[config.mk]
export PLATFORM = sky130hd
export DESIGN_NAME = wmf_queue
export DESIGN_NICKNAME = d
export VERILOG_FILES = /design/src/design/wmf_pkg.sv /design/src/design/wmf_queue.sv
export VERILOG_INCLUDE_DIRS = /design/src /design/src/design
export SDC_FILE = /design/constraint.sdc
export NUM_CORES = 1
export LEC_CHECK = 0
export BUFFER_PORTS_ARGS = -buffer_cell sky130_fd_sc_hd__buf_4
export CAP_MARGIN = 30
export CORE_ASPECT_RATIO = 1.1
export CORE_MARGIN = 2
export CORE_UTILIZATION = 30
export CTS_CLUSTER_DIAMETER = 60
export DETAILED_ROUTE_END_ITERATION = 12
export PLACE_DENSITY = 0.47
export SYNTH_ARGS = -nofsm -noshare
export SYNTH_HDL_FRONTEND = slang
export SYNTH_SLANG_ARGS = --single-unit
[constraint.sdc]
create_clock -name clock -period 4.35 [get_ports clock]
set_clock_uncertainty 0.15 [all_clocks]
set_input_delay 0.2175 -clock clock [delete_from_list [all_inputs] [get_ports clock]]
set_output_delay 0.2175 -clock clock [all_outputs]
set_load 0.05 [all_outputs]
[src/design/window_median_filter_top_assert.svh]
// Assertion macros shared by the median filter modules.
`ifndef WINDOW_MEDIAN_FILTER_TOP_ASSERT_SVH
`define WINDOW_MEDIAN_FILTER_TOP_ASSERT_SVH
`ifndef SYNTH
`define WMF_ASSERT(lbl, prop) \
   lbl: assert property (@(posedge clock) disable iff (reset) prop) \
      else $error("assertion failed");
`define WMF_ASSERT_ALWAYS(lbl, prop) \
   lbl: assert property (@(posedge clock) prop) \
      else $error("assertion failed");
`else
`define WMF_ASSERT(lbl, prop)
`define WMF_ASSERT_ALWAYS(lbl, prop)
`endif
`endif

[src/design/wmf_pkg.sv]
// Types and constants of the window median filter.
package wmf_pkg;
   localparam int WINDOW   = 3;
   localparam int HALF     = WINDOW / 2;
   localparam int SIDE     = 2 * HALF + 1;
   localparam int NTAP     = SIDE * SIDE;
   localparam int MAX_COLS = 1024;
   localparam int MAX_ROWS = 1024;
   localparam int PIX_W    = 8;
   localparam int DIM_W    = 11;
   localparam int COL_W    = $clog2(MAX_COLS);
   localparam int ROW_W    = $clog2(MAX_ROWS);
   localparam int WARM_W   = $clog2(MAX_COLS * HALF + HALF + 1);
   localparam int LINE_W   = (SIDE - 1) * PIX_W;
   localparam int CNT_W    = $clog2(NTAP + 1);
   localparam int QDEPTH   = 4;
   localparam int QPTR_W   = $clog2(QDEPTH);
   localparam int QCNT_W   = $clog2(QDEPTH + 1);
   localparam int ADDR_W   = 3;

   localparam logic REG_ROWS = 1'b0;
   localparam logic REG_COLS = 1'b1;

   typedef logic [PIX_W-1:0] pix_type;
   typedef logic [NTAP-1:0][PIX_W-1:0] win_type;
   typedef logic [NTAP-1:0] mask_type;

   typedef struct packed {
      win_type  win;
      mask_type mask;
      logic     last;
   } item_type;

   typedef struct packed {
      logic [DIM_W-1:0] rows;
      logic [DIM_W-1:0] cols;
      logic             restart;
   } cfg_type;
endpackage

[src/design/wmf_queue.sv]
// Short queue of assembled windows between the front and back ends.
module wmf_queue (
   input  logic                       clock,
   input  logic                       reset,
   input  logic                       push_valid,
   input  wmf_pkg::item_type          push_item,
   output logic                       pop_valid,
   input  logic                       pop_ready,
   output wmf_pkg::item_type          pop_item,
   output logic [wmf_pkg::QCNT_W-1:0] count
);
   import wmf_pkg::*;
   `include "window_median_filter_top_assert.svh"

   item_type          slot_ff [QDEPTH];
   logic [QPTR_W-1:0] wr_ptr_ff;
   logic [QPTR_W-1:0] rd_ptr_ff;
   logic [QCNT_W-1:0] count_ff;
   logic              pop;

   assign pop       = pop_valid && pop_ready;
   assign pop_valid = (count_ff != '0);
   assign pop_item  = slot_ff[rd_ptr_ff];
   assign count     = count_ff;

   always_ff @(posedge clock) begin
      if (reset) begin
         wr_ptr_ff <= '0;
         rd_ptr_ff <= '0;
         count_ff  <= '0;
      end else begin
         if (push_valid) begin
            wr_ptr_ff <= wr_ptr_ff + 1'b1;
         end
         if (pop) begin
            rd_ptr_ff <= rd_ptr_ff + 1'b1;
         end
         count_ff <= count_ff + QCNT_W'(push_valid) - QCNT_W'(pop);
      end
      if (push_valid) begin
         slot_ff[wr_ptr_ff] <= push_item;
      end
   end

   `WMF_ASSERT(a_no_overflow, push_valid |-> (count_ff != QCNT_W'(QDEPTH)))
   `WMF_ASSERT(a_idle_holds, (!push_valid && !pop) |=> $stable(count_ff))
endmodule

# --- After elaboration in Yosys (flattened, before gate mapping) ---
# Memory sizes are Yosys's and may differ from the RTL's. A register that Yosys moved wholly into a read port is not among the register bits.
# Index checks and enable logic that the tools add are counted.
classes:
  addsub: 4
  n_mux: 4
  n_reduce_logical: 2
op_table:
  columns: ["operator", "count"]
  rows:
  - ["adder 2 x 1 -> 2 bit (second input constant)", 2]
  - ["two-way mux 2 bit", 2]
  - ["adder 3 x 1 -> 3 bit", 1]
  - ["nonzero test 3 bit", 1]
  - ["subtractor 3 x 1 -> 3 bit", 1]
  - ["two-way mux 1 bit", 2]
  - ["logical AND 1 bit", 1]
totals:
  reg_bits: 7
  mem_bits_rw: 328
  output_inout_bits: 86
  word_cells: 14
  n_memories: 1
memory_table:
  columns: ["memory", "depth", "width", "read_ports", "rd_clocked_by_memory_dff", "write_ports", "line_no", "source"]
  rows:
  - ["slot_ff", 4, 82, 1, 1, 1, "wmf_queue.sv:15", "item_type slot_ff [QDEPTH];"]

# --- Logic depth before layout (Yosys ltp) ---
depth:
  ltp_word: 4
  depth_mapped: 7

# --- Worst setup path after synthesis ---
# No wires, ideal clock.
synth_timing:
  path_kind: "reg2reg"
  from: "register wr_ptr_ff[0]"
  to: "memory slot_ff[0][0] in the netlist's numbering (enable)"
  arrival_ns: 2.451
  path_slack_ns: 1.300
  stages_incl_launch_ff: 4
  period_less_slack_ns: 3.050
  cell_sequence: "dfxtp_1 -> inv_1 -> ha_1 -> and2_1"
synth_lines:
  columns: ["element", "line_no", "source"]
  rows:
  - ["from (decl)", "wmf_queue.sv:16", "logic [QPTR_W-1:0] wr_ptr_ff;"]
  - ["from (signal assigned)", "wmf_queue.sv:33", "wr_ptr_ff <= wr_ptr_ff + 1'b1;"]
  - ["to (decl)", "wmf_queue.sv:15", null]
# No word-level cell before the write port.

==> run summary <==
Status = finished clean
Root buffer cell = clkbuf_16
Vias per std cell = 4.47
Most used cell, CP = buf_4
CP Launch Type = flop
Placeable Area = 41000 sq um
Setup WS pre-CTS = 1.88 ns
Worst Setup End Kind = output pin
Area leader, netlist = edfxtp_1
Main synth FF type = edfxtp_1
R2R cell count = 3
Ys async rst share = 0%
Crit share post-route = 67.7%
Grt total ovfl = 0
CP Depth = 3
Syn-to-layout area delta = 32.2%
Die Span X = 198 um
Number of global-route vias before repair = 6751
# clock sinks = 337
Worst Path Max Fanout = 31
Fin nets = 858
Share of post-route cells with drive strength above 1 = 41.2%
Final setup fails = 0
CP max-delay cell = dfxtp_4
Global-route wire length before repair = 39300 um
Number of DRC markers in iteration 0 = 219
CTS Hold Buffers Added = 86
Worst hold slack = 0.278 ns
Crit path DAT = 2.58 ns
Worst r2r src = wr_ptr_ff[0]$_SDFFE_PP0P_
Final min period = 2.94 ns
Relative slew slack = 37.7%
Initial antenna violation count = 1
CTS tree = yes
Cell Area, Synth = 12400 sq um
Worst Tran Pin Value = 0.935 ns
Finished Cell Area = 16400 sq um
Setup WS post-layout = 1.41 ns
Setup repair bufs after CTS = 0
Worst-Skew Late Latency = 0.53 ns
Top-count cell post-synth = edfxtp_1
IO buf count = 171
Via Count = 5867
Crit path kind = reg -> out
Detail Route Antenna Nets = 0
Gate Count Post-Synth = 473
Max frequency = 0.340 GHz
Pwr dens = 573 nW/um^2
Worst R2R End = slot_ff[1][66]$_DFFE_PP_
Ant. Diodes = 0
VDD IR max = 328 uV
Crit-path max cell delay = 0.78 ns
Hold Crit Class = in -> reg
Yosys cell types = 21
LEAKAGE = 5.55 nW
Number of core rows = 78
DR WL/cell = 19.7 um
Area post-placement = 14300 sq um
Ys Warns = 0
Register area share after synthesis = 81.0%
Bufs and invs on worst path = 2
Final Power = 9.38 mW
Max-Cap Viols = 0
All-Layer GR Usage = 12.3%
Inst Count DP = 1158
WL final = 25800 um
RePlAce Congestion = 0.676
Drc violations = 0
DP Wirelength = 15500 um
Synth Net Count = 566
Hold Vio Cnt, Final = 0
CTS Buffer Depth = 3
Worst-path clk slew = 0.06 ns
Non-Filler Instances = 1312
Pin count of the biggest net entering global routing = 55
Top cells by area, synth = edfxtp_1, mux4_2, dfxtp_1, buf_12, ha_1
Share of the synthesized area in the top cell type = 79.5%
# resized after CTS = 0
Finished Core Util = 39.9%
Count of pins over their slew limit = 0
EDFF count, synth = 328
Setup TNS = 0 ns
CP cell instances = buf_4 > mux4_2 > buf_4
DRT Pass-1 Iters = 4
Initial core utilization = 30.2%
Seq cells post-synth = 337
Critical Path End = pop_item[48]
R2R setup slack = 2.07 ns
Post-Syn Area per Cell = 26.2 sq um
Top Ports = 172
Worst EP required = 3.98 ns
Hold_sp = push_item[1]
Die extent in y = 217 um
Number of CTS-inserted buffers = 38
RSZ-0062 raised after global routing = false
Die Area = 42900 sq um
Largest delay contributor family on the critical path = flip-flops
Commonest cells in the synthesized netlist = edfxtp_1, mux4_2, dfxtp_1
H-tree depth = 2
worst min-delay path by stage:
stage | endpoint | slack (ns) | cells past startpoint
2_1_floorplan | slot_ff[0][0]$_DFFE_PP_ | 0.17 | 0
3_5_place_dp | slot_ff[2][41]$_DFFE_PP_ | 0.27 | 1
3_3_place_gp | slot_ff[0][41]$_DFFE_PP_ | 0.27 | 1
4_1_cts | slot_ff[2][41]$_DFFE_PP_ | 0.24 | 2
6_report | slot_ff[0][1]$_DFFE_PP_ | 0.28 | 2
5_1_grt | slot_ff[2][25]$_DFFE_PP_ | 0.25 | 2
kinds of logic after synthesis:
group           share of synthesized area (%)
simple gates                            0.606
fa+ha+maj                               0.768
mux                                      15.3
compound gates                          0.141
buf+inv                                  1.95
flops                                    81.0
xor+xnor                                0.263
cell usage in the layout, fill, tap and decap left out, types with 2 or more instances in the layout:
cell type      Yosys  routed
and2_4             0       4
buf_12             8       2
buf_16             0       2
buf_4              0     181
bufinv_16          0       3
clkbuf_1           2       7
clkbuf_16          0      41
clkinv_1           0       9
clkinv_2           0       4
dfxtp_1            9       7
dfxtp_4            0       2
dlygate4sd3_1      0      86
edfxtp_1         328     328
ha_1               6       6
inv_1              6       6
mux2_2             3       3
mux4_2            81      81
nor2_1             5       5
nor2b_1            4       4
state kept, by name (all words and copies together) (netlist names), named ones only:
signal	cells
count	3
rd_ptr_ff	2
slot_ff	328
wr_ptr_ff	2
power by group:
group / total, mW / internal [mW] / switching (mW) / leakage [nW]
registers: 3.90 / 3.75 / 0.151 / 3.09
logic: 2.39 / 0.923 / 1.46 / 1.86
clock network: 3.10 / 1.89 / 1.21 / 0.594
total: 9.38 / 6.55 / 2.82 / 5.55
layer usage:
metal | up-vias | GRT usage [%] | share of wire [%]
met5 | - | 0 | 0.050
met4 | 2 | 3.88 | 2.2
met1 | 3086 | 14.3 | 41
met2 | 127 | 21.8 | 52
met3 | 44 | 3.52 | 4.8
li1 | 2608 | - | -
layout make-up:
cell class	instances	area, sq um
Clock buffer	48	1050
Clock inverter	19	169
Fill cell	3705	24600
Inverter	6	22.5
Multi-Input combinational cell	111	2120
Sequential cell	337	10000
Tap cell	520	651
Timing Repair Buffer	271	2310
Note: power is estimated with default switching activity, not from simulation.
