==> config.mk <==
export PLATFORM = sky130hd
export DESIGN_NAME = wmf_back_flat
export DESIGN_NICKNAME = d
export VERILOG_FILES = /design/src/design/wmf_pkg.sv /design/src/design/wmf_if.sv /design/src/design/wmf_back.sv /design/src/flat_wrapper.sv
export VERILOG_INCLUDE_DIRS = /design/src /design/src/design
export SDC_FILE = /design/constraint.sdc
export NUM_CORES = 1
export LEC_CHECK = 0
export BUFFER_PORTS_ARGS = -buffer_cell sky130_fd_sc_hd__clkbuf_2
export CAP_MARGIN = 20
export CORE_ASPECT_RATIO = 1.2
export CORE_UTILIZATION = 50
export DETAILED_ROUTE_END_ITERATION = 8
export HOLD_SLACK_MARGIN = 0.12
export PLACE_DENSITY = 0.68
export SLEW_MARGIN = 20
export SYNTH_ARGS = -nofsm -noshare
export SYNTH_HDL_FRONTEND = slang
export SYNTH_SLANG_ARGS = --single-unit
==> constraint.sdc <==
create_clock -name clock -period 14.6 [get_ports clock]
set_clock_uncertainty 0.15 [all_clocks]
set_input_delay 3.65 -clock clock [delete_from_list [all_inputs] [get_ports clock]]
set_output_delay 3.65 -clock clock [all_outputs]
set_load 0.02 [all_outputs]
==> src/design/window_median_filter_top_assert.svh <==
// Assertion macros shared by the median filter modules.
`ifndef WINDOW_MEDIAN_FILTER_TOP_ASSERT_SVH
`define WINDOW_MEDIAN_FILTER_TOP_ASSERT_SVH
`ifndef SYNTH
`define WMF_ASSERT(lbl, prop) \
   lbl: assert property (@(posedge clock) disable iff (reset) prop) \
      else $error("assertion failed");
`define WMF_ASSERT_ALWAYS(lbl, prop) \
   lbl: assert property (@(posedge clock) prop) \
      else $error("assertion failed");
`else
`define WMF_ASSERT(lbl, prop)
`define WMF_ASSERT_ALWAYS(lbl, prop)
`endif
`endif

==> src/design/wmf_pkg.sv <==
// Types and constants of the window median filter.
package wmf_pkg;
   localparam int WINDOW   = 3;
   localparam int HALF     = WINDOW / 2;
   localparam int SIDE     = 2 * HALF + 1;
   localparam int NTAP     = SIDE * SIDE;
   localparam int MAX_COLS = 1024;
   localparam int MAX_ROWS = 1024;
   localparam int PIX_W    = 8;
   localparam int DIM_W    = 11;
   localparam int COL_W    = $clog2(MAX_COLS);
   localparam int ROW_W    = $clog2(MAX_ROWS);
   localparam int WARM_W   = $clog2(MAX_COLS * HALF + HALF + 1);
   localparam int LINE_W   = (SIDE - 1) * PIX_W;
   localparam int CNT_W    = $clog2(NTAP + 1);
   localparam int QDEPTH   = 4;
   localparam int QPTR_W   = $clog2(QDEPTH);
   localparam int QCNT_W   = $clog2(QDEPTH + 1);
   localparam int ADDR_W   = 3;

   localparam logic REG_ROWS = 1'b0;
   localparam logic REG_COLS = 1'b1;

   typedef logic [PIX_W-1:0] pix_type;
   typedef logic [NTAP-1:0][PIX_W-1:0] win_type;
   typedef logic [NTAP-1:0] mask_type;

   typedef struct packed {
      win_type  win;
      mask_type mask;
      logic     last;
   } item_type;

   typedef struct packed {
      logic [DIM_W-1:0] rows;
      logic [DIM_W-1:0] cols;
      logic             restart;
   } cfg_type;
endpackage

==> src/design/wmf_if.sv <==


interface wmf_rsp_if;
   import wmf_pkg::*;
   logic    valid;
   logic    ready;
   pix_type pixel_out;
   logic    frame_last;
   modport source (output valid, output pixel_out, output frame_last, input ready);
   modport sink (input valid, input pixel_out, input frame_last, output ready);
endinterface

==> src/design/wmf_back.sv <==
// Back end: rank network that picks the lower median and the result register.
module wmf_back (
   input  logic              clock,
   input  logic              reset,
   input  logic              pop_valid,
   output logic              pop_ready,
   input  wmf_pkg::item_type pop_item,
   wmf_rsp_if.source         rsp_if
);
   import wmf_pkg::*;
   `include "window_median_filter_top_assert.svh"

   logic             a_valid_ff;
   win_type          a_win_ff;
   mask_type         a_sel_ff;
   logic             a_last_ff;
   logic             rsp_valid_ff;
   pix_type          rsp_pix_ff;
   logic             rsp_last_ff;
   mask_type         sel_in;
   logic [CNT_W-1:0] cnt;
   logic [CNT_W-1:0] mid;
   pix_type          pick;
   logic             b_load;
   logic             a_load;

   assign b_load    = a_valid_ff && (!rsp_valid_ff || rsp_if.ready);
   assign pop_ready = !a_valid_ff || b_load;
   assign a_load    = pop_valid && pop_ready;
   assign cnt       = CNT_W'($countones(pop_item.mask));
   assign mid       = (cnt - 1'b1) >> 1;

   always_comb begin
      logic [CNT_W-1:0] rank;
      for (int i = 0; i < NTAP; i++) begin
         rank = '0;
         for (int j = 0; j < NTAP; j++) begin
            if (j != i && pop_item.mask[j] &&
                ((pop_item.win[j] < pop_item.win[i]) ||
                 ((pop_item.win[j] == pop_item.win[i]) && (j < i)))) begin
               rank = rank + 1'b1;
            end
         end
         sel_in[i] = pop_item.mask[i] && (rank == mid);
      end
   end

   always_comb begin
      pick = '0;
      for (int i = 0; i < NTAP; i++) begin
         pick = pick | (a_win_ff[i] & {PIX_W{a_sel_ff[i]}});
      end
   end

   assign rsp_if.valid      = rsp_valid_ff;
   assign rsp_if.pixel_out  = rsp_pix_ff;
   assign rsp_if.frame_last = rsp_last_ff;

   always_ff @(posedge clock) begin
      if (reset) begin
         a_valid_ff   <= 1'b0;
         rsp_valid_ff <= 1'b0;
      end else begin
         if (pop_ready) begin
            a_valid_ff <= pop_valid;
         end
         if (b_load) begin
            rsp_valid_ff <= 1'b1;
         end else if (rsp_if.ready) begin
            rsp_valid_ff <= 1'b0;
         end
      end
      if (a_load) begin
         a_win_ff  <= pop_item.win;
         a_sel_ff  <= sel_in;
         a_last_ff <= pop_item.last;
      end
      if (b_load) begin
         rsp_pix_ff  <= pick;
         rsp_last_ff <= a_last_ff;
      end
   end

   `WMF_ASSERT(a_one_median, a_valid_ff |-> $onehot(a_sel_ff))
   `WMF_ASSERT(a_result_loaded, b_load |=> rsp_valid_ff)
endmodule

==> src/flat_wrapper.sv <==
// flat-port wrapper written by rule: the top's interface ports become plain ports
module wmf_back_flat import wmf_pkg::*;
  (clock, reset, pop_valid, pop_ready, pop_item, rsp_if_valid, rsp_if_pixel_out, rsp_if_frame_last, rsp_if_ready);
  wmf_rsp_if rsp_if_i ();
  input  logic clock;
  input  logic reset;
  input  logic pop_valid;
  output logic pop_ready;
  input  wmf_pkg::item_type pop_item;
  output wire logic [$bits(rsp_if_i.valid)-1:0] rsp_if_valid;
  output wire logic [$bits(rsp_if_i.pixel_out)-1:0] rsp_if_pixel_out;
  output wire logic [$bits(rsp_if_i.frame_last)-1:0] rsp_if_frame_last;
  input wire logic [$bits(rsp_if_i.ready)-1:0] rsp_if_ready;
  assign rsp_if_valid = rsp_if_i.valid;
  assign rsp_if_pixel_out = rsp_if_i.pixel_out;
  assign rsp_if_frame_last = rsp_if_i.frame_last;
  assign rsp_if_i.ready = rsp_if_ready;
  wmf_back u_core (.clock(clock), .reset(reset), .pop_valid(pop_valid), .pop_ready(pop_ready), .pop_item(pop_item), .rsp_if(rsp_if_i));
endmodule
== After elaboration in Yosys (flattened, before gate mapping) ==
Index checks and enable logic that the tools add are counted.
Widths: inputs -> output; s select.

* Flip-flop bits (word level): 93
* Bits of input ports: 86
* Output and inout bits: 11
* Logic and storage cells: 419

* Add/sub/neg operators: 72
* Magnitude comparators: 72
* Equal/unequal tests: 45
* Muxes and demuxes: 74
* Bitwise logic cells: 17
* Reduce and logical (&&, ||, !) cells: 124

{| class="wikitable"
|+ Operators by type and width
! cell !! count
|-
| $lt 8x8->1 || 72
|-
| $eq 8x8->1 || 36
|-
| $add 4x1->4 const B || 63
|-
| $mux 4 || 63
|-
| $logic_and 1x1->1 || 83
|-
| $and 8x8->8 || 9
|-
| $or 8x8->8 || 8
|-
| $logic_or 1x1->1 || 38
|-
| $eq 4x3->1 || 9
|-
| $add 4x4->4 || 3
|-
| $mux 1 || 11
|-
| $add 1x1->2 || 4
|-
| $add 4x1->4 || 1
|-
| $sub 4x1->4 const B || 1
|-
| $logic_not 1->1 || 2
|-
| $reduce_bool 2->1 || 1
|}

== Depth between registers and ports, before layout ==
Gate-level depths: netlist (run 1).

* Word-level depth: 20
* Depth in mapped cells: 36
* Gate-level depth less buffers: 36

== Worst setup path before layout (run 1) ==
Ideal clock, no wire load.

* Path type: input port to flip-flop
* Start point: input pop_item[11] (netlist name)
* End point: register u_core.a_sel_ff[0] (data pin)
* Library setup time: 182 ps
* Arrival: 9,254 ps
* Data required time: 14,268 ps
* Path slack: 5,014 ps
* Stages on the path: 33
* Buffers on the path: 0
* Path through: inv_1 ha_1 nor2b_1 o21a_1 o21ai_0 nand2b_1 a21oi_1 nor2b_1 o21ai_0 nand2b_1 a21oi_1 and2_1 ha_1 nor3_1 nor2_1 inv_1 ha_1 and3_1 or2_2 ha_1 or3_1 o21a_1 ha_1 mux2i_1 o21ba_2 ha_1 nand3b_1 o21a_1 ha_1 xor2_1 nor2_1 mux2i_1 nor4b_1

* Longest elaborated chain between the ends: 19
* Elaborated cells on any way between the ends: 33
* Classes of those cells: add/sub (7); order compare (8); eq/ne (1); mux (8); reduce/logical (9)

{| class="wikitable"
|+ Ends and longest elaborated chain
! element !! line !! text
|-
| start: declaration || flat_wrapper.sv:9 || <nowiki>input wmf_pkg::item_type pop_item;</nowiki>
|-
| $lt 8x8->1 || wmf_back.sv:39 || <nowiki>((pop_item.win[j] < pop_item.win[i]) ||</nowiki>
|-
| $logic_and 1x1->1 || wmf_back.sv:38 || <nowiki>if (j != i && pop_item.mask[j] &&</nowiki>
|-
| $mux 1 || wmf_back.sv:38 ||
|-
| $add 4x1->4 || wmf_back.sv:41 || <nowiki>rank = rank + 1'b1;</nowiki>
|-
| $mux 4 || wmf_back.sv:38 ||
|-
| $add 4x1->4 || wmf_back.sv:41 ||
|-
| $mux 4 || wmf_back.sv:38 ||
|-
| $add 4x1->4 || wmf_back.sv:41 ||
|-
| (+4 left out) || -- ||
|-
| $mux 4 || wmf_back.sv:38 ||
|-
| $add 4x1->4 || wmf_back.sv:41 ||
|-
| $mux 4 || wmf_back.sv:38 ||
|-
| $add 4x1->4 || wmf_back.sv:41 ||
|-
| $mux 4 (*) || wmf_back.sv:38 ||
|-
| $eq 4x3->1 (*) || wmf_back.sv:44 || <nowiki>sel_in[i] = pop_item.mask[i] && (rank == mid);</nowiki>
|-
| $logic_and 1x1->1 (*) || wmf_back.sv:44 ||
|-
| net u_core.sel_in[0] || wmf_back.sv:20 || <nowiki>mask_type sel_in;</nowiki>
|-
| end signal: assignment || wmf_back.sv:75 || <nowiki>a_sel_ff <= sel_in;</nowiki>
|-
| end: declaration || wmf_back.sv:15 || <nowiki>mask_type a_sel_ff;</nowiki>
|}

Mark *: on every way through the listed nets, which the timed path passes. The rest lies on a longest branch.
A chain may end at the register's enable or synchronous reset.

== Worst setup path in the final report (run 1) ==
* Start point: input pop_item[50] (netlist name)
* End point: register u_core.a_sel_ff[5] (data pin)

* Longest elaborated chain between the ends: 20
* Elaborated cells on any way between the ends: 43
* Classes of those cells: add/sub (7); order compare (8); eq/ne (6); mux (8); reduce/logical (14)

{| class="wikitable"
|+ Ends and longest elaborated chain
! element !! line
|-
| $lt 8x8->1 or $eq 8x8->1 (tied branches) || wmf_back.sv:39, wmf_back.sv:40
|-
| $logic_or 1x1->1 || wmf_back.sv:39
|-
| $logic_and 1x1->1 || wmf_back.sv:38
|-
| $mux 1 || wmf_back.sv:38
|-
| $add 4x1->4 || wmf_back.sv:41
|-
| $mux 4 || wmf_back.sv:38
|-
| $add 4x1->4 || wmf_back.sv:41
|-
| $mux 4 || wmf_back.sv:38
|-
| (+5 left out) || --
|-
| $mux 4 || wmf_back.sv:38
|-
| $add 4x1->4 || wmf_back.sv:41
|-
| $mux 4 || wmf_back.sv:38
|-
| $add 4x1->4 || wmf_back.sv:41
|-
| $mux 4 (*) || wmf_back.sv:38
|-
| $eq 4x3->1 (*) || wmf_back.sv:44
|-
| $logic_and 1x1->1 (*) || wmf_back.sv:44
|-
| net u_core.sel_in[5] || wmf_back.sv:20
|}

Marked as above.

==> impl_summary.txt, run 1 <==
----------------------------------------------------
[Outcome]
  Outcome ... complete, no violations

[Logic synthesis]
  Gate Count Post-Synth ... approximately 1800
  Mean area per synthesized cell ... 8.977 sq um
  Flip-flop and latch count after synthesis ... 93
  Synth Cell Area ... between 15000 and 20000 sq um
  Most used flip-flop cell after synthesis ... edfxtp_1
  Sequential area share after synthesis ... 0.1750
  Post-synthesis net count ... around 2200
  Synth warnings ... 0
  Number of enable-type register cells in the synthesized netlist ... about 90
  Number of distinct library cells after synthesis ... 91
  Share of flip-flops with an asynchronous set or reset after synthesis ... 0

[Clock network]
  Post-CTS resize count ... 0
  Quantity of hold-fixing buffers added after cts ... 0
  Cell chosen for the clock root ... clkbuf_16
  Number of buffers inserted by post-CTS setup repair ... 0
  Cts bufs inserted ... 9
  Clock H-tree levels ... 3
  Clock transition at the register clock pins on the worst setup and hold paths after CTS ... approximately 0.10 ns
  Insertion delay to the later sink of the worst-skew pair ... between 0.3 and 0.4 ns
  CTS tree ... yes
  Sinks on Clock Net ... between 90 and 100
  Buffer levels on the longest clock path ... 2

[Finish]
  Area Overhead vs Synth ... 7.881%
  Share of final-layout standard cells stronger than drive strength 1 ... 0.09213
  Filler cells ... roughly 2900
  Final instance area ... roughly 17000 sq um
  Antenna diode instance count ... 0
  Post-layout nets ... 2300

[Global route]
  Global-route wire length before repair ... a little over 80000 um
  Combined global-route utilization of all metal layers ... 0.3442
  Overall overflow remaining after global route ... 0
  Initial antenna violation count ... 1
  Pin count of the biggest net entering global routing ... 83
  Number of global-route vias before repair ... 14320

[Setup path]
  Arrival @ worst endpoint ... 10.14 ns
  Worst endpoint required time ... around 15 ns
  Cell seen most often among critical-path stages ... ha_1
  Master of the slowest instance on the critical path ... inv_1
  Kind of start point of the critical path ... input port
  Worst Setup Path Type ... input port to flip-flop
  Number of cell instances on the worst register-to-register path ... 3
  Critical path endpoint category ... flip-flop
  Crit-path max FO ... 6
  Critical Path Max Stage Delay ... between 0.4 and 0.5 ns

[Timing]
  Maximum frequency from static timing analysis ... between 0.09 and 0.1 GHz
  Slew at the pin closest to its max-slew limit ... between 1 and 1.5 ns
  Total count of hold-check failures in the final report ... 0
  Worst slew slack as a fraction of its limit ... 0.2606
  Setup repair after global routing missed its margin ... no
  Final Setup Violations ... 0
  Number of pins exceeding their max-slew limit in the final report ... 0
  Post-layout min period ... between 10 and 15 ns
  Fin crit share ... 0.6971
  Setup tns final ... 0 ns

[Power and ir drop]
  Peak ir drop on the vdd network ... roughly 0.13 mV
  LEAKAGE ... between 0.008 and 0.009 uW
  Pwr dens ... about 91 nW/um^2

[Floorplanning]
  I/O pin count ... 97
  Initial core utilization ... 0.5067
  Core region area ... 31270 sq um
  Horizontal extent of the die ... roughly 160 um
  Die Area ... around 32000 sq um
  Total number of placement rows ... 71
  Die Y ... slightly below 200 um

[Route]
  Total DRC errors in the routed layout ... 0
  Wire per inst ... ~25 um
  Wire length after detailed routing ... between 50000 and 60000 um
  Pre-antenna DRT Iters ... 6
  Number of vias in the routed layout ... around 15000
  Via density per instance ... ~6.6
  Final antenna-violating net count ... 0
  DRC marker count from the first detailed-route iteration ... 1443

[Hold path]
  Hold Crit Depth ... 0
  Class of the tightest hold or removal check ... flip-flop to flip-flop

[Place]
  Dpl cell area ... 16760 sq um
  Post-DP HPWL ... ~43000 um
  Total of buffers placed on input and output ports ... 96
  Weighted congestion reported at the end of routability-driven placement ... between 0.9 and 1

[Job]
  Maximum Capacitance Violations ... 0

----------------------------------------------------
[registers in the layout, summed over array words and instances (netlist names)]
name / cells
u_core.a_sel_ff: 9
u_core.a_win_ff: 72
u_core.rsp_if.frame_last: 1
u_core.rsp_if.valid: 1
u_core.rsp_if.pixel_out: 8
u_core.a_valid_ff: 1
u_core.a_last_ff: 1
[Yosys cell counts, drive strengths merged, types with 9 or more instances]
cell / instances / area, sq um
a211oi: 18 / 135.1
a21o: 39 / 292.8
a21oi: 121 / 605.6
a221oi: 14 / 122.6
a22o: 12 / 105.1
a22oi: 11 / 82.58
a31oi: 13 / 81.33
and2: 21 / 131.4
and3: 25 / 156.4
and4: 11 / 96.34
buf: 11 / 50.04
clkbuf: 17 / 63.81
edfxtp: 91 / 2733
ha: 359 / 4492
inv: 137 / 514.3
mux2i: 10 / 100.1
nand2: 116 / 435.4
nand2b: 35 / 226.5
nand3: 41 / 210.2
nand4: 38 / 237.7
nand4b: 10 / 87.58
nor2: 83 / 311.6
nor2b: 35 / 219.0
nor3: 33 / 175.2
nor3b: 11 / 82.58
nor4: 9 / 56.30
nor4b: 10 / 87.58
o211a: 11 / 110.1
o211ai: 36 / 285.3
o21a: 36 / 270.3
o21ai: 74 / 370.4
or2: 17 / 106.4
xnor2: 48 / 427.9
xnor3: 19 / 427.9
xor2: 42 / 367.9
xor3: 9 / 214.0
[cells in the final DEF, fill, tap and decap left out, types with 11 or more instances in the layout]
master    synthesis  routed
a22o_1           12      12
nand2_1         116     116
nand2b_1         34      34
and2_1           21      20
nor3_1           31      31
a21o_1           39      39
o21ai_0          70      70
or2_2            15      15
and4_1           11      11
nor2_1           83      83
clkbuf_2          0      96
ha_1            359     359
o211a_1          11      11
nor2b_1          35      35
xnor2_1          47      47
inv_1           132     132
a211oi_1         18      18
a31oi_1          13      13
a22oi_1          11      11
a221oi_1         14      14
o211ai_1         33      33
xor2_1           42      42
o21a_1           36      36
edfxtp_1         91      91
nand3_1          40      40
and3_1           25      25
xnor3_1          19      19
a21oi_1         121     121
nand4_1          38      38
[per-stage QoR]
stage          hold slack, ns    util  cells  power (uW)  setup slack, ns
2_1_floorplan          0.2503       -   1765        1042            5.014
3_3_place_gp           0.2678  0.5360   2240        1267            4.283
3_5_place_dp           0.2630  0.5360   2240        1298            4.153
4_1_cts                0.2913  0.5456   2256        1541            4.515
5_1_grt                0.2916  0.5466   2257        1671            3.982
6_report               0.2877  0.5466   2257        1551            4.422
[final cells by class]
type,instances,area (sq um),share of cell area
clock buffer,9,225.2,0.01318
clock inverter,7,75.07,0.004392
inverter,137,514.2,0.03009
multi-input combinational,1507,12450,0.7284
sequential,93,2773,0.1622
tap,401,501.7,0.02935
timing repair buffer,103,553.0,0.03235
[worst max-delay path, delay by kind of cell]
| family | cells | cell delay (ns) |
|---|---|---|
| compound gates | 10 | 2.23 |
| fa+ha+maj | 7 | 2.01 |
| simple gates | 9 | 1.03 |
| buf+inv | 6 | 0.93 |
| xor+xnor | 2 | 0.31 |
[worst paths after layout]
check,from,end,slack (ns)
setup / recovery,pop_item[50],u_core.a_sel_ff[5]$_DFFE_PP_,4.42
hold / removal,u_core.a_last_ff$_DFFE_PP_,u_core.rsp_if.frame_last$_DFFE_PP_,0.29
setup reg to reg,u_core.a_sel_ff[4]$_DFFE_PP_,u_core.rsp_if.pixel_out[6]$_DFFE_PP_,12.61
hold reg to reg,u_core.a_last_ff$_DFFE_PP_,u_core.rsp_if.frame_last$_DFFE_PP_,0.29
[cell families (layout without fill, tap and decap cells)]
family / count (synthesis) / after routing / synth area share
AOI/OAI and AO/OA: 493 / 493 / 0.2191
muxes: 16 / 16 / 0.01058
xor gates and xnor gates: 118 / 118 / 0.09074
buffers and inverters: 165 / 256 / 0.03964
and+or+nand+nor: 517 / 517 / 0.1764
adders and majority gates: 363 / 363 / 0.2886
DFF: 93 / 93 / 0.1750
[report_power, final]
group / leakage (uW) / switching [uW] / internal (uW)
Clock: 0.000145 / 119 / 122
Combinational: 0.00705 / 548 / 407
Sequential: 0.000896 / 32.5 / 322
Total: 0.00809 / 700 / 851
[routing by layer]
layer / global-route usage / share of wire / wire length [um]
met5: 0 / 0.00023 / 13
met4: 0.2226 / 0.075 / 4180
met3: 0.05724 / 0.084 / 4694
met2: 0.5737 / 0.46 / 25400
met1: 0.4061 / 0.39 / 21480
Note: power is estimated with default switching activity, not from simulation.
==> inputs of run 2 (changes only) <==
- clock period: 14.6 -> 10.3 ns (I/O delays scaled with it)
==> run 2 against run 1 <==
Effect of this change: non-clock buffer count unchanged; routed wire length decreased by 0.25%; final cell count about the same; register-to-register slack got worse by 4.4 ns; final area decreased by 0.17%; first-iteration DRC count increased by 7.1%; sequential share of layout area about the same; largest cell class unchanged.
==> impl_summary.txt, run 2 (synthesized netlist as in run 1, its figures left out) <==
----------------------------------------------------
[Route]
  Wire length after detailed routing ... ~56000 um
  Number of vias in the routed layout ... around 15000
  Final antenna-violating net count ... 0
  Via density per instance ... between 6 and 7
  Total DRC errors in the routed layout ... 0
  DRC marker count from the first detailed-route iteration ... about 1500
  Wire per inst ... around 25 um
  Pre-antenna DRT Iters ... 6

[Setup path]
  Critical Path Max Stage Delay ... ~0.42 ns
  Cell seen most often among critical-path stages ... ha_1
  Critical path endpoint category ... flip-flop
  CP Buf/Inv Count ... 3
  Worst setup path start ... pop_item[11]
  Register-to-register setup slack ... between 8 and 9 ns
  Reg-to-reg startpoint ... u_core.rsp_if.valid$_SDFFE_PP0P_
  Number of cell instances on the worst register-to-register path ... 4
  Kind of start point of the critical path ... input port
  Worst Setup Path Type ... input port to flip-flop
  Arrival @ worst endpoint ... around 9.1 ns
  Worst path depth ... 34
  Cell family with the largest share of critical-path delay ... simple AND/OR/NAND/NOR gates
  Worst endpoint required time ... 10.34 ns
  Critical path endpoint ... u_core.a_sel_ff[0]$_DFFE_PP_
  Crit-path max FO ... 8
  Master of the slowest instance on the critical path ... or3_1
  Worst reg2reg path endpoint ... u_core.a_win_ff[8]$_DFFE_PP_

[Power and ir drop]
  Proportion of power drawn by the clock network ... 0.153
  Net switching fraction of the power ... 0.4503
  LEAKAGE ... between 0.008 and 0.009 uW
  Sequential cell fraction of total power ... 0.229
  Net switching power figure ... 986.6 uW
  Peak ir drop on the vdd network ... around 0.18 mV
  Pwr dens ... between 100 and 150 nW/um^2
  Internal power ... 1204 uW
  Combinational fraction of design power ... 0.618

[Global route]
  Global-route wire length before repair ... ~80000 um
  Pin count of the biggest net entering global routing ... 83
  Overall overflow remaining after global route ... 0
  Number of global-route vias before repair ... about 14000
  Combined global-route utilization of all metal layers ... 0.3395
  Initial antenna violation count ... 2

[Clock network]
  Clock H-tree levels ... 3
  Post-CTS resize count ... 0
  Sinks on Clock Net ... 93
  Clock transition at the register clock pins on the worst setup and hold paths after CTS ... ~0.10 ns
  Number of buffers inserted by post-CTS setup repair ... 0
  Buffer levels on the longest clock path ... 2
  Cell chosen for the clock root ... clkbuf_16
  Insertion delay to the later sink of the worst-skew pair ... approximately 0.37 ns
  Quantity of hold-fixing buffers added after cts ... 0
  CTS tree ... yes
  Cts bufs inserted ... 9

[Place]
  Post-DP HPWL ... about 43000 um
  Weighted congestion reported at the end of routability-driven placement ... approximately 0.96
  Total of buffers placed on input and output ports ... 96

[Floorplanning]
  Die Y ... roughly 200 um
  I/O pin count ... 97
  Horizontal extent of the die ... between 150 and 200 um
  Die Area ... about 32000 sq um
  Initial core utilization ... 0.5067
  Core region area ... about 31000 sq um
  Total number of placement rows ... approximately 70

[Timing]
  Setup repair after global routing missed its margin ... no
  Worst slew slack as a fraction of its limit ... 0.2383
  Post-layout min period ... between 9 and 10 ns
  Slew at the pin closest to its max-slew limit ... 1.143 ns
  Number of pins exceeding their max-slew limit in the final report ... 0
  Setup tns final ... 0 ns
  Final Setup Violations ... 0
  Fin crit share ... 0.8838
  Maximum frequency from static timing analysis ... 0.1099 GHz
  Total count of hold-check failures in the final report ... 0

[Finish]
  Post-layout util ... 0.5457
  Most common cell after layout, fill and taps aside ... ha_1
  Share of final-layout standard cells stronger than drive strength 1 ... 0.09213
  Post-layout nets ... 2300
  Highest-count cells in the layout ignoring fill and taps ... ha_1, inv_1, a21oi_1
  Flip-flop count of the largest register, all copies and words added ... around 70
  Most flop-heavy register ... u_core.a_win_ff
  Area Overhead vs Synth ... 7.700%

[Job]
  Maximum Capacitance Violations ... 0

[Outcome]
  Outcome ... complete, no violations

[Hold path]
  Class of the tightest hold or removal check ... flip-flop to flip-flop

----------------------------------------------------
[run 2: cell types whose count changed in the layout (fill, tap and decap cells not counted), sizes merged]
cell | before | now
clkinv | 2 | 1
diode | 0 | 1
inv | 141 | 142
[run 2: routing by layer]
layer  track usage  wire length, um  up-vias
li1              -                -     6934
met1        0.4045            21420     7067
met2        0.5637            25310      700
met3       0.05450             4851      208
met4        0.2171             4046        0
met5             0                0        -
[run 2: power by group through the flow]
| stage | clock network (uW) | registers (uW) | logic (uW) |
|---|---|---|---|
| 2_1_floorplan | 0 | 474 | 1000 |
| 3_3_place_gp | 0 | 509 | 1290 |
| 3_5_place_dp | 0 | 509 | 1330 |
| 4_1_cts | 337 | 501 | 1340 |
| 5_1_grt | 352 | 504 | 1500 |
| 6_report | 334 | 503 | 1350 |
[run 2: through the flow]
step	cell area [sq um]	hold WS [ns]	setup slack, ns	cells	total power, uW
finish	17060	0.2956	1.197	2258	2191
global route	17060	0.3188	0.7717	2258	2360
CTS	17060	0.2994	1.211	2257	2177
detailed placement	16770	0.2719	0.8097	2241	1842
global placement	16770	0.2676	1.046	2241	1796
floorplan	15840	0.2503	1.789	1765	1477
[run 2: worst min-delay path by stage]
| stage | start | endpoint | slack (ns) | cells past startpoint |
|---|---|---|---|---|
| 4_1_cts | u_core.a_last_ff$_DFFE_PP_ | u_core.rsp_if.frame_last$_DFFE_PP_ | 0.30 | 0 |
| 3_5_place_dp | u_core.a_last_ff$_DFFE_PP_ | u_core.rsp_if.frame_last$_DFFE_PP_ | 0.27 | 0 |
| 2_1_floorplan | u_core.a_last_ff$_DFFE_PP_ | u_core.rsp_if.frame_last$_DFFE_PP_ | 0.25 | 0 |
| 6_report | u_core.a_last_ff$_DFFE_PP_ | u_core.rsp_if.frame_last$_DFFE_PP_ | 0.30 | 0 |
| 5_1_grt | u_core.a_last_ff$_DFFE_PP_ | u_core.rsp_if.frame_last$_DFFE_PP_ | 0.32 | 0 |
| 3_3_place_gp | u_core.a_last_ff$_DFFE_PP_ | u_core.rsp_if.frame_last$_DFFE_PP_ | 0.27 | 0 |
[run 2: worst reg2reg max path, delay by kind of cell, from the launching register on]
kind,cells,cell delay (ns)
flip-flops,1,0.31
AND/OR/NAND/NOR,3,0.39
buffers and inverters,1,0.82
[run 2: area by class of cell]
type / instances / area [sq um]
repair buffers: 103 / 533.0
clock inverters: 7 / 63.81
flip-flops and latches: 93 / 2773
clock buffers: 9 / 225.2
diodes: 1 / 2.502
multi-input cells: 1507 / 12450
well taps: 401 / 501.7
fillers: 2837 / 14210
inverters: 137 / 514.2
